[src/toroidal_min_distance_point_filter_core_macros.svh]
// Assertion macros for the toroidal minimum-distance point filter.
// Expects clk and arst_n in the scope of each use.
`ifndef TOROIDAL_MIN_DISTANCE_POINT_FILTER_CORE_MACROS_SVH
`define TOROIDAL_MIN_DISTANCE_POINT_FILTER_CORE_MACROS_SVH

// check an implication on every clock edge outside reset
`define TMDPF_ASSERT_IMP(lbl, ante, cons, msg) \
	lbl: assert property (@(posedge clk) disable iff (!arst_n) (ante) |-> (cons)) \
		else $error(msg);

// check a condition on the edge after the antecedent
`define TMDPF_ASSERT_NXT(lbl, ante, cons, msg) \
	lbl: assert property (@(posedge clk) disable iff (!arst_n) (ante) |=> (cons)) \
		else $error(msg);

`endif

[src/tmdpf_ram.sv]
// Generic single-write, single-read synchronous RAM, registered read data.
// No dependencies.
`default_nettype none
module tmdpf_ram #(
	parameter int WIDTH = 64,
	parameter int DEPTH = 64
) (
	input  wire logic                     clk,
	input  wire logic                     we,
	input  wire logic [$clog2(DEPTH)-1:0] waddr,
	input  wire logic [WIDTH-1:0]         wdata,
	input  wire logic                     re,
	input  wire logic [$clog2(DEPTH)-1:0] raddr,
	output logic      [WIDTH-1:0]         rdata
);

	logic [WIDTH-1:0] mem [DEPTH];

	always_ff @(posedge clk) begin
		if (we) begin
			mem[waddr] <= wdata;
		end
		if (re) begin
			rdata <= mem[raddr];
		end
	end

endmodule
`default_nettype wire

[config.mk]
export PLATFORM = sky130hd
export DESIGN_NAME = tmdpf_ram
export DESIGN_NICKNAME = d
export VERILOG_FILES = /design/src/toroidal_min_distance_point_filter_core_macros.svh /design/src/tmdpf_ram.sv
export SDC_FILE = /design/constraint.sdc
export NUM_CORES = 2
export LEC_CHECK = 0
export BUFFER_PORTS_ARGS = -buffer_cell sky130_fd_sc_hd__buf_2
export CELL_PAD_IN_SITES_DETAIL_PLACEMENT = 2
export CELL_PAD_IN_SITES_GLOBAL_PLACEMENT = 2
export CORE_MARGIN = 2
export CORE_UTILIZATION = 25
export DETAILED_ROUTE_END_ITERATION = 8
export PLACE_DENSITY = 0.55
export SYNTH_ARGS = -nofsm -noshare
export SYNTH_HDL_FRONTEND = slang
export SYNTH_SLANG_ARGS = --single-unit
[constraint.sdc]
create_clock -name clk -period 12.9 [get_ports clk]
set_input_delay 1.29 -clock clk [delete_from_list [all_inputs] [get_ports clk]]
set_output_delay 1.29 -clock clk [all_outputs]
set_load 0.01 [all_outputs]
==> impl_metrics.json <==
{
  "status": "finished, final reports clean",
  "max_freq_mhz": 209,
  "firstDrtPassIters": 5,
  "maxCapViolCount": 0,
  "ios": 143,
  "hp-start": "re",
  "synth.area.top_cells": "edfxtp_1, mux4_2, mux2i_1",
  "hold_violations": 0,
  "ys_seq_area_share_pct": 79.6,
  "overflow": 0,
  "yosysTopAreaCellShare_pct": 79.6,
  "drc": 0,
  "grt_pass1_wl_um": 714000,
  "rows": 291,
  "cts_max_path_buffers": 4,
  "holdWs_ns": 0.888,
  "area.growth.synth_to_final_pct": 16.5,
  "relSlewSlack_pct": 11.8,
  "hold_path.class": "in2reg",
  "rsz0062_at_grt": "no",
  "post-cts-setup-buffers": 0,
  "worstPathCellList": "buf_8 > buf_4 > buf_4 > buf_4 > mux4_2 > or3_1 > a41oi_1 > a211oi_1",
  "yosysTopAreaCell": "edfxtp_1",
  "die_w_um": 796,
  "crit_path_end_kind": "flip-flop",
  "portBuffers": 142,
  "holdPathEnd": "rdata[12]$_DFFE_PP_",
  "gp_congestion": 0.728,
  "crit_top_cell": "buf_4",
  "viasPerCell": 4.83,
  "setup_viol": 0,
  "syn_inst": 6598,
  "avgSynthCellArea_sq_um": 23.8,
  "setup_ws_ns": 8.11,
  "avgRoutedWirePerCell_um": 33.3,
  "critical_path.max_fanout": 53,
  "grt_max_degree": 106,
  "period_share_pct": 37.1,
  "grt_pass1_vias": 81600,
  "slew_violations": 0,
  "skew_ns": 0.0567,
  "clkLatencyLatePin_ns": 1.03,
  "yosys_warnings": 0,
  "htree_levels": 5,
  "r2r_cells": 5,
  "drtIter0Drc": 7737,
  "synthDistinctLibCells": 32,
  "arrival_ns": 5.51,
  "timing.rr.start": "mem[11][32]$_DFFE_PP_",
  "clk_pin_slew_ns": 0.06,
  "post-dp-hpwl_um": 273000,
  "holdBufCountCts": 0,
  "critical-path-slowest-cell": "buf_4",
  "rrSetupSlack_ns": 10.52,
  "whs_path_depth": 1,
  "worst_pin_slew_ns": 1.32,
  "synth-seq-cells": 4160,
  "rr_endpoint": "rdata[32]$_DFFE_PP_",
  "die-area_sq_um": 634000,
  "fp.dieH_um": 796,
  "syn_nets": 6677,
  "clock-sinks": 4160,
  "cts_tree": "built",
  "ir_worst_vdd_v": 0.000113,
  "dpl_worst_slack_ns": 6.98,
  "cts-buffers-inserted": 421,
  "layout.nets": 7070,
  "leakagePower_nw": 55.2,
  "antenna_left": 0,
  "p_total_mw": 29.0,
  "antenna_found_initial": 60,
  "grt_util_all_layers_pct": 16.0,
  "root_buffer": "clkbuf_16",
  "cts-resized-gates": 0,
  "worstSetupStartpointType": "input pin",
  "worstSetupPathType": "in2reg",
  "power.density_nw_per_um2": 159,
  "core_sq_um": 627000,
  "period_minus_slack_ns": 4.79,
  "start_util_pct": 25.0,
  "required_ns": 13.62,
  "drive_gt1_share_pct": 28.4,
  "num_vias": 75900,
  "max_stage_delay_ns": 0.82,
  "syn_area_sq_um": 157000,
  "tns_ns": 0,
  "nFillCells": 62600,
  "routed_wl_um": 523000
}
==> layout make-up <==
| type | count | area, sq um | share of cell area (%) |
|---|---|---|---|
| antenna | 34 | 85.1 | 0.0465 |
| clock buffer | 497 | 10900 | 5.96 |
| clock inverter | 273 | 3130 | 1.71 |
| inverter | 19 | 71.3 | 0.0390 |
| multi-input combinational | 2049 | 30800 | 16.8 |
| sequential | 4160 | 125000 | 68.3 |
| tap | 8350 | 10400 | 5.71 |
| timing repair buffer | 340 | 2580 | 1.41 |
==> sequential cells by signal (all words and copies together), names as in the netlist <==
signal and count:
rdata 64, mem 4096
==> worst max-delay path: cells and delay by family <==
| family | cells | cell delay, ns |
|---|---|---|
| multiplexers | 1 | 0.60 |
| AO/OA/AOI/OAI | 2 | 0.30 |
| AND/OR/NAND/NOR | 1 | 0.34 |
| buffers and inverters | 4 | 2.73 |
==> routing by layer <==
metal  part of all wire, %  vias to the layer above  track usage, %
met2                    51                     2330            28.3
met5                 0.014                        -               0
met4                   2.6                       12            3.99
li1                      -                    29400               -
met3                   5.0                      650            1.91
met1                    41                    43500            21.0
==> cell usage after synthesis (all sizes together) <==
cell type,instances
nand4,2
mux4,1024
nand3b,2
a22oi,168
a22o,88
o22ai,83
buf,230
nand3,45
or2,28
nand2b,11
clkbuf,140
a211oi,63
a31o,1
o221ai,38
edfxtp,4160
and2,3
mux2i,135
nand2,58
or3b,1
or3,29
nor2b,28
nor3,2
and3,64
a2bb2oi,19
inv,19
a31oi,18
nand4b,1
a41oi,26
nor2,112
==> worst max-delay path by stage <==
stage	from	to	cells past startpoint
after CTS	raddr[1]	rdata[35]$_DFFE_PP_	9
after floorplan	waddr[3]	mem[48][0]$_DFFE_PP_	4
after detailed placement	raddr[1]	rdata[29]$_DFFE_PP_	8
after global routing	raddr[1]	rdata[27]$_DFFE_PP_	8
final	raddr[1]	rdata[27]$_DFFE_PP_	8
after global placement	raddr[1]	rdata[29]$_DFFE_PP_	8
==> cell families (layout without fill, tap and decap cells) <==
| logic type | Yosys count | after routing | synth area share [%] |
|---|---|---|---|
| muxes | 1159 | 1159 | 15.6 |
| other | 0 | 34 | 0 |
| AOI/OAI and AO/OA | 504 | 504 | 2.47 |
| DFF | 4160 | 4160 | 79.6 |
| buffers and inverters | 389 | 1129 | 1.18 |
| and+or+nand+nor | 386 | 386 | 1.23 |
==> power by group <==
group | switching [mW] | internal [mW]
Sequential | 0.0676 | 15.0
Clock | 5.45 | 7.20
Combinational | 0.844 | 0.451
==> stage by stage <==
stage	instance area, sq um	utilization (%)	instances
after floorplan	157000	-	6598
after global placement	169000	26.9	14900
after detailed placement	169000	26.9	14900
after CTS	183000	29.2	15700
after global routing	183000	29.2	15700
final	183000	29.2	15700
==> cells in the final DEF (no fill, tap or decap), types with 19 or more instances in the layout <==
master / instances
a211oi_1: 63
a22o_1: 88
a22oi_1: 168
a2bb2oi_1: 19
a41oi_1: 26
and3_1: 64
buf_12: 28
buf_2: 138
buf_4: 171
bufinv_16: 57
clkbuf_1: 72
clkbuf_16: 425
clkinv_1: 88
clkinv_2: 71
clkinvlp_4: 20
diode_2: 34
edfxtp_1: 4160
inv_1: 19
mux2i_1: 135
mux4_2: 1024
nand2_1: 54
nand3_1: 45
nor2_1: 47
nor2_4: 65
nor2b_1: 24
o221ai_1: 38
o22ai_1: 83
or2_2: 28
or3_1: 29
Power figures use the tool's default switching activity.
