**src/toroidal_min_distance_point_filter_core_macros.svh**
```systemverilog
// Assertion macros for the toroidal minimum-distance point filter.
// Expects clk and arst_n in the scope of each use.
`ifndef TOROIDAL_MIN_DISTANCE_POINT_FILTER_CORE_MACROS_SVH
`define TOROIDAL_MIN_DISTANCE_POINT_FILTER_CORE_MACROS_SVH

// check an implication on every clock edge outside reset
`define TMDPF_ASSERT_IMP(lbl, ante, cons, msg) \
	lbl: assert property (@(posedge clk) disable iff (!arst_n) (ante) |-> (cons)) \
		else $error(msg);

// check a condition on the edge after the antecedent
`define TMDPF_ASSERT_NXT(lbl, ante, cons, msg) \
	lbl: assert property (@(posedge clk) disable iff (!arst_n) (ante) |=> (cons)) \
		else $error(msg);

`endif

```
**src/tmdpf_pkg.sv**
```systemverilog
// Shared constants and types of the toroidal minimum-distance point filter.
// No dependencies.
`default_nettype none
package tmdpf_pkg;

	localparam int MAX_POINTS = 64;
	localparam int AW         = $clog2(MAX_POINTS);
	localparam int CW         = $clog2(MAX_POINTS + 1);
	localparam int COORD_W    = 16;
	localparam int COL_W      = 32;
	localparam int DIST_W     = 32;
	localparam int IDX_W      = 6;
	localparam int SQ_W       = 31;
	localparam int PT_W       = 2 * COORD_W + COL_W;
	localparam int OUT_DW     = 72;

	typedef struct packed {
		logic [COL_W-1:0]   colour;
		logic [COORD_W-1:0] y;
		logic [COORD_W-1:0] x;
	} point_t;

	typedef struct packed {
		logic vld;
		logic hit;
	} dist_res_t;

endpackage
`default_nettype wire

```
**src/tmdpf_dist.sv**
```systemverilog
// Wrap-around squared distance and threshold compare; the squares are registered.
// Depends on tmdpf_pkg.
`default_nettype none
module tmdpf_dist (
	input  wire logic                            clk,
	input  wire logic                            arst_n,
	input  wire logic                            in_vld,
	input  wire logic                            flush,
	input  wire logic [tmdpf_pkg::COORD_W-1:0]   ref_x,
	input  wire logic [tmdpf_pkg::COORD_W-1:0]   ref_y,
	input  wire logic [tmdpf_pkg::COORD_W-1:0]   cmp_x,
	input  wire logic [tmdpf_pkg::COORD_W-1:0]   cmp_y,
	input  wire logic [tmdpf_pkg::DIST_W-1:0]    min_dist_sq,
	output tmdpf_pkg::dist_res_t                 res
);
	import tmdpf_pkg::*;

	localparam int DW = COORD_W + 1;

	logic [COORD_W-1:0] dx_raw, dy_raw;
	logic [DW-1:0]      dx_alt, dy_alt, dx, dy;
	logic [2*DW-1:0]    px, py;
	logic [SQ_W-1:0]    px_s2, py_s2;
	logic               vld_s2;
	logic [DIST_W-1:0]  sq;

	always_comb begin
		dx_raw = cmp_x - ref_x;
		dy_raw = cmp_y - ref_y;
		dx_alt = (DW'(1) << COORD_W) - DW'(dx_raw);
		dy_alt = (DW'(1) << COORD_W) - DW'(dy_raw);
		dx     = (DW'(dx_raw) < dx_alt) ? DW'(dx_raw) : dx_alt;
		dy     = (DW'(dy_raw) < dy_alt) ? DW'(dy_raw) : dy_alt;
		px     = dx * dx;
		py     = dy * dy;
	end

	always_ff @(posedge clk or negedge arst_n) begin
		if (!arst_n) begin
			vld_s2 <= 1'b0;
			px_s2  <= '0;
			py_s2  <= '0;
		end else begin
			vld_s2 <= in_vld & ~flush;
			px_s2  <= px[SQ_W-1:0];
			py_s2  <= py[SQ_W-1:0];
		end
	end

	assign sq      = DIST_W'(px_s2) + DIST_W'(py_s2);
	assign res.vld = vld_s2;
	assign res.hit = vld_s2 && (sq < min_dist_sq);

endmodule
`default_nettype wire

```
**config.mk**
```make
export PLATFORM = sky130hd
export DESIGN_NAME = tmdpf_dist
export DESIGN_NICKNAME = d
export VERILOG_FILES = /design/src/toroidal_min_distance_point_filter_core_macros.svh /design/src/tmdpf_pkg.sv /design/src/tmdpf_dist.sv
export SDC_FILE = /design/constraint.sdc
export NUM_CORES = 1
export LEC_CHECK = 0
export ABC_AREA = 1
export ABC_CLOCK_PERIOD_IN_PS = 4700
export BUFFER_PORTS_ARGS = -buffer_cell sky130_fd_sc_hd__buf_2
export CELL_PAD_IN_SITES_DETAIL_PLACEMENT = 1
export CELL_PAD_IN_SITES_GLOBAL_PLACEMENT = 1
export CORE_ASPECT_RATIO = 0.5
export CORE_MARGIN = 5
export CORE_UTILIZATION = 45
export CTS_BUF_LIST = sky130_fd_sc_hd__clkbuf_4 sky130_fd_sc_hd__clkbuf_8
export DETAILED_ROUTE_END_ITERATION = 7
export GPL_TIMING_DRIVEN = 0
export PLACE_DENSITY = 0.79
export RECOVER_POWER = 50
export SYNTH_ARGS = -nofsm -noshare
export SYNTH_HDL_FRONTEND = slang
export SYNTH_SLANG_ARGS = --single-unit
export TNS_END_PERCENT = 50
```
**constraint.sdc**
```tcl
create_clock -name clk -period 4.7 [get_ports clk]
set_input_delay 0.47 -clock clk [delete_from_list [all_inputs] [get_ports clk]]
set_output_delay 0.47 -clock clk [all_outputs]
set_load 0.02 [all_outputs]
```
==> impl_metrics.csv <==
group,metric,value,unit
min_path,holdPathStages,2,
worst_setup_path,critPathMaxFanout,9,
timing,worst_pin_slew,3.28,ns
run,maxCapViolCount,1,
outcome,violations,"capacitance limit, slew limit, setup timing",
timing,relSlewSlack,-1.19,
synthesis,synthCells,2813,
cells_and_area,areaGrowthSynthToFinish,28.4,%
synthesis,ys_seq_elements,61,
min_path,hold_path.class,"in -> reg",
global_route,grt_first_pass_wirelength,124000,um
synthesis,ys_seq_area_frac,0.0678,
global_route,grt_max_degree,62,
floorplanning,initial_core_util,0.459,
detailed_routing,wl_per_cell,25.2,um
floorplanning,core_area,0.0490,mm2
timing,fin_crit_sh,2.07,
detailed_routing,routed_wl,97000,um
floorplanning,die_w,326,um
floorplanning,ios,102,
outcome,status,"finished with violations",
cts,cts-root-buf,"clkbuf_8",
cells_and_area,design.final.nets,3971,
worst_setup_path,worstPathRequired,4.96,ns
worst_setup_path,critPathLaunchType,"primary input",
cells_and_area,insertedDiodeCount,0,
place,gp_congestion,0.890,
floorplanning,row_count,57,
place,dpl_cell_area,0.0248,mm2
synthesis,ys_types,57,
synthesis,netlist_top_cells_count,"inv_1, nand2_1, fa_1, ha_1, nor2_1",
detailed_routing,num_vias,21800,
cts,cts-buffers-inserted,9,
synthesis,synth.cell_area,0.0225,mm2
place,dpl.hpwl,55400,um
synthesis,yosys.area.top_type,"fa_1",
worst_setup_path,max_stage_delay,0.63,ns
min_path,worstHoldEndpoint,"vld_s2$_DFF_PN0_",
place,portBuffers,101,
detailed_routing,drt-initial-drc-count,1525,
timing,finalHoldViolCount,0,
worst_setup_path,endpoint_kind,"flip-flop",
timing,fin_crit,9.72,ns
worst_setup_path,cp.arrival,9.98,ns
global_route,grt_usage,0.281,
worst_setup_path,critPathKind,"in -> reg",
cts,cts_sinks,61,
synthesis,synthTopCellsByArea,"fa_1, ha_1, inv_1",
synthesis,ys.flop_type,"dfrtp_1",
timing,fmaxAchievable,0.103,GHz
cells_and_area,fill_cells,5735,
worst_setup_path,cp_slowest_cell,"fa_1",
synthesis,async_flop_share,1.00,
timing,drv_slew,62,
timing,grt_setup_unrepaired,"yes",
cells_and_area,final_cell_area,0.0289,mm2
global_route,antenna_found_initial,2,
timing,setup_slack,-5.02,ns
floorplanning,fp.dieH,168,um
cts,cts_buffer_depth,2,
floorplanning,fp.dieArea,0.0549,mm2
timing,timing.hold.ws,0.283,ns
cts,htreeDepth,3,
synthesis,synth_edf_count,0,
detailed_routing,ant_nets,0,
synthesis,yosysMostFrequentCell,"inv_1",
detailed_routing,drt-pass1-iter-count,5,
timing,setup-violations-final,57,
cts,cts_tree,"done",
global_route,grt_pass1_vias,23300,
global_route,gr-total-overflow,0,
synthesis,syn_avg_cell_area,8.00,um2
cells_and_area,drive_gt1_frac,0.284,
min_path,holdCritStartpoint,"flush",
worst_setup_path,worst_path_most_repeated_cell,"fa_1",
cts,path_clk_slew,0.07,ns
synthesis,yosys_warnings,0,
synthesis,synth_top_area_share,0.341,
detailed_routing,drc,0,
detailed_routing,vias_per_cell,5.66,
## through the flow
| stage | cells | TNS [ns] | worst slack, ns | utilization |
|---|---|---|---|---|
| finish | 3846 | -213.68 | -5.02 | 0.590 |
| global route | 3846 | -225.62 | -5.26 | 0.590 |
| CTS | 3784 | -179.21 | -4.19 | 0.565 |
| detailed placement | 3603 | -236.37 | -5.66 | 0.505 |
| global placement | 3603 | -228.39 | -5.44 | 0.505 |
| floorplan | 2853 | -159.34 | -3.92 | - |
## what timing repair did
action / in CTS / in global routing
resized for setup: 328 / 171
endpoints found under the hold margin: 0 / 0
buffers inserted: 163 / 66
hold buffers: 0 / 0
cloned: 4 / 1
pin swaps: 178 / 111
setup endpoints to repair: 57 / 57
## critical path, delay by kind of cell
kind | cells | cell delay, ns
compound gates | 7 | 1.43
xor+xnor | 3 | 0.52
simple gates | 14 | 2.34
fa+ha+maj | 10 | 4.23
buf+inv | 9 | 0.92
## routing by layer
metal / vias up / wire [um] / global-route usage
met2: 1183 / 48500 / 0.531
met1: 10900 / 34600 / 0.325
met5: - / 29 / 0
met4: 4 / 8150 / 0.121
met3: 559 / 5690 / 0.0318
li1: 9141 / - / -
## placed cells by master (no fill, tap or decap), types with 61 or more instances in the layout
master   count
buf_4      170
a21oi_1     94
ha_1       236
xor2_1      65
fa_1       348
nand2_2     62
inv_2       98
dfrtp_1     61
nand2_1    386
nor2_1     139
inv_1      678
buf_2       99
nand3_1     79
## sequential cells by signal, summed over array words and instances (netlist names)
name / flops
px_s2: 30
py_s2: 30
vld_s2: 1
## how the worst max path moves through the flow
| stage | from | endpoint | slack, ns |
|---|---|---|---|
| 2_1_floorplan | cmp_x[0] | px_s2[29]$_DFF_PN0_ | -3.92 |
| 3_3_place_gp | cmp_x[0] | px_s2[30]$_DFF_PN0_ | -5.44 |
| 3_5_place_dp | cmp_x[0] | px_s2[30]$_DFF_PN0_ | -5.66 |
| 4_1_cts | cmp_x[0] | px_s2[30]$_DFF_PN0_ | -4.19 |
| 5_1_grt | cmp_x[0] | px_s2[30]$_DFF_PN0_ | -5.26 |
| 6_report | cmp_x[0] | px_s2[30]$_DFF_PN0_ | -5.02 |
## logic make-up (layout without fill, tap and decap cells)
family	after synthesis	in the layout	synth area share
other	2	42	0.000334
AOI/OAI and AO/OA	251	252	0.0649
adders and majority gates	678	678	0.505
DFF	61	61	0.0678
xor gates and xnor gates	115	115	0.0507
buffers and inverters	836	1179	0.144
and+or+nand+nor	870	870	0.168
## layout make-up
cell class	count	area, um2	share of cell area
Timing Repair Buffer	327	2590	0.0896
Clock inverter	4	95.1	0.00329
Inverter	801	3120	0.108
Buffer	35	385	0.0133
Sequential cell	61	1530	0.0528
Timing Repair inverter	1	11.3	0.000390
Clock buffer	11	151	0.00524
Multi-Input combinational cell	1957	20200	0.699
Tap cell	649	812	0.0281
Power is not shown: default switching activity piles up to over one toggle a cycle in this logic, so the estimate is an artifact.
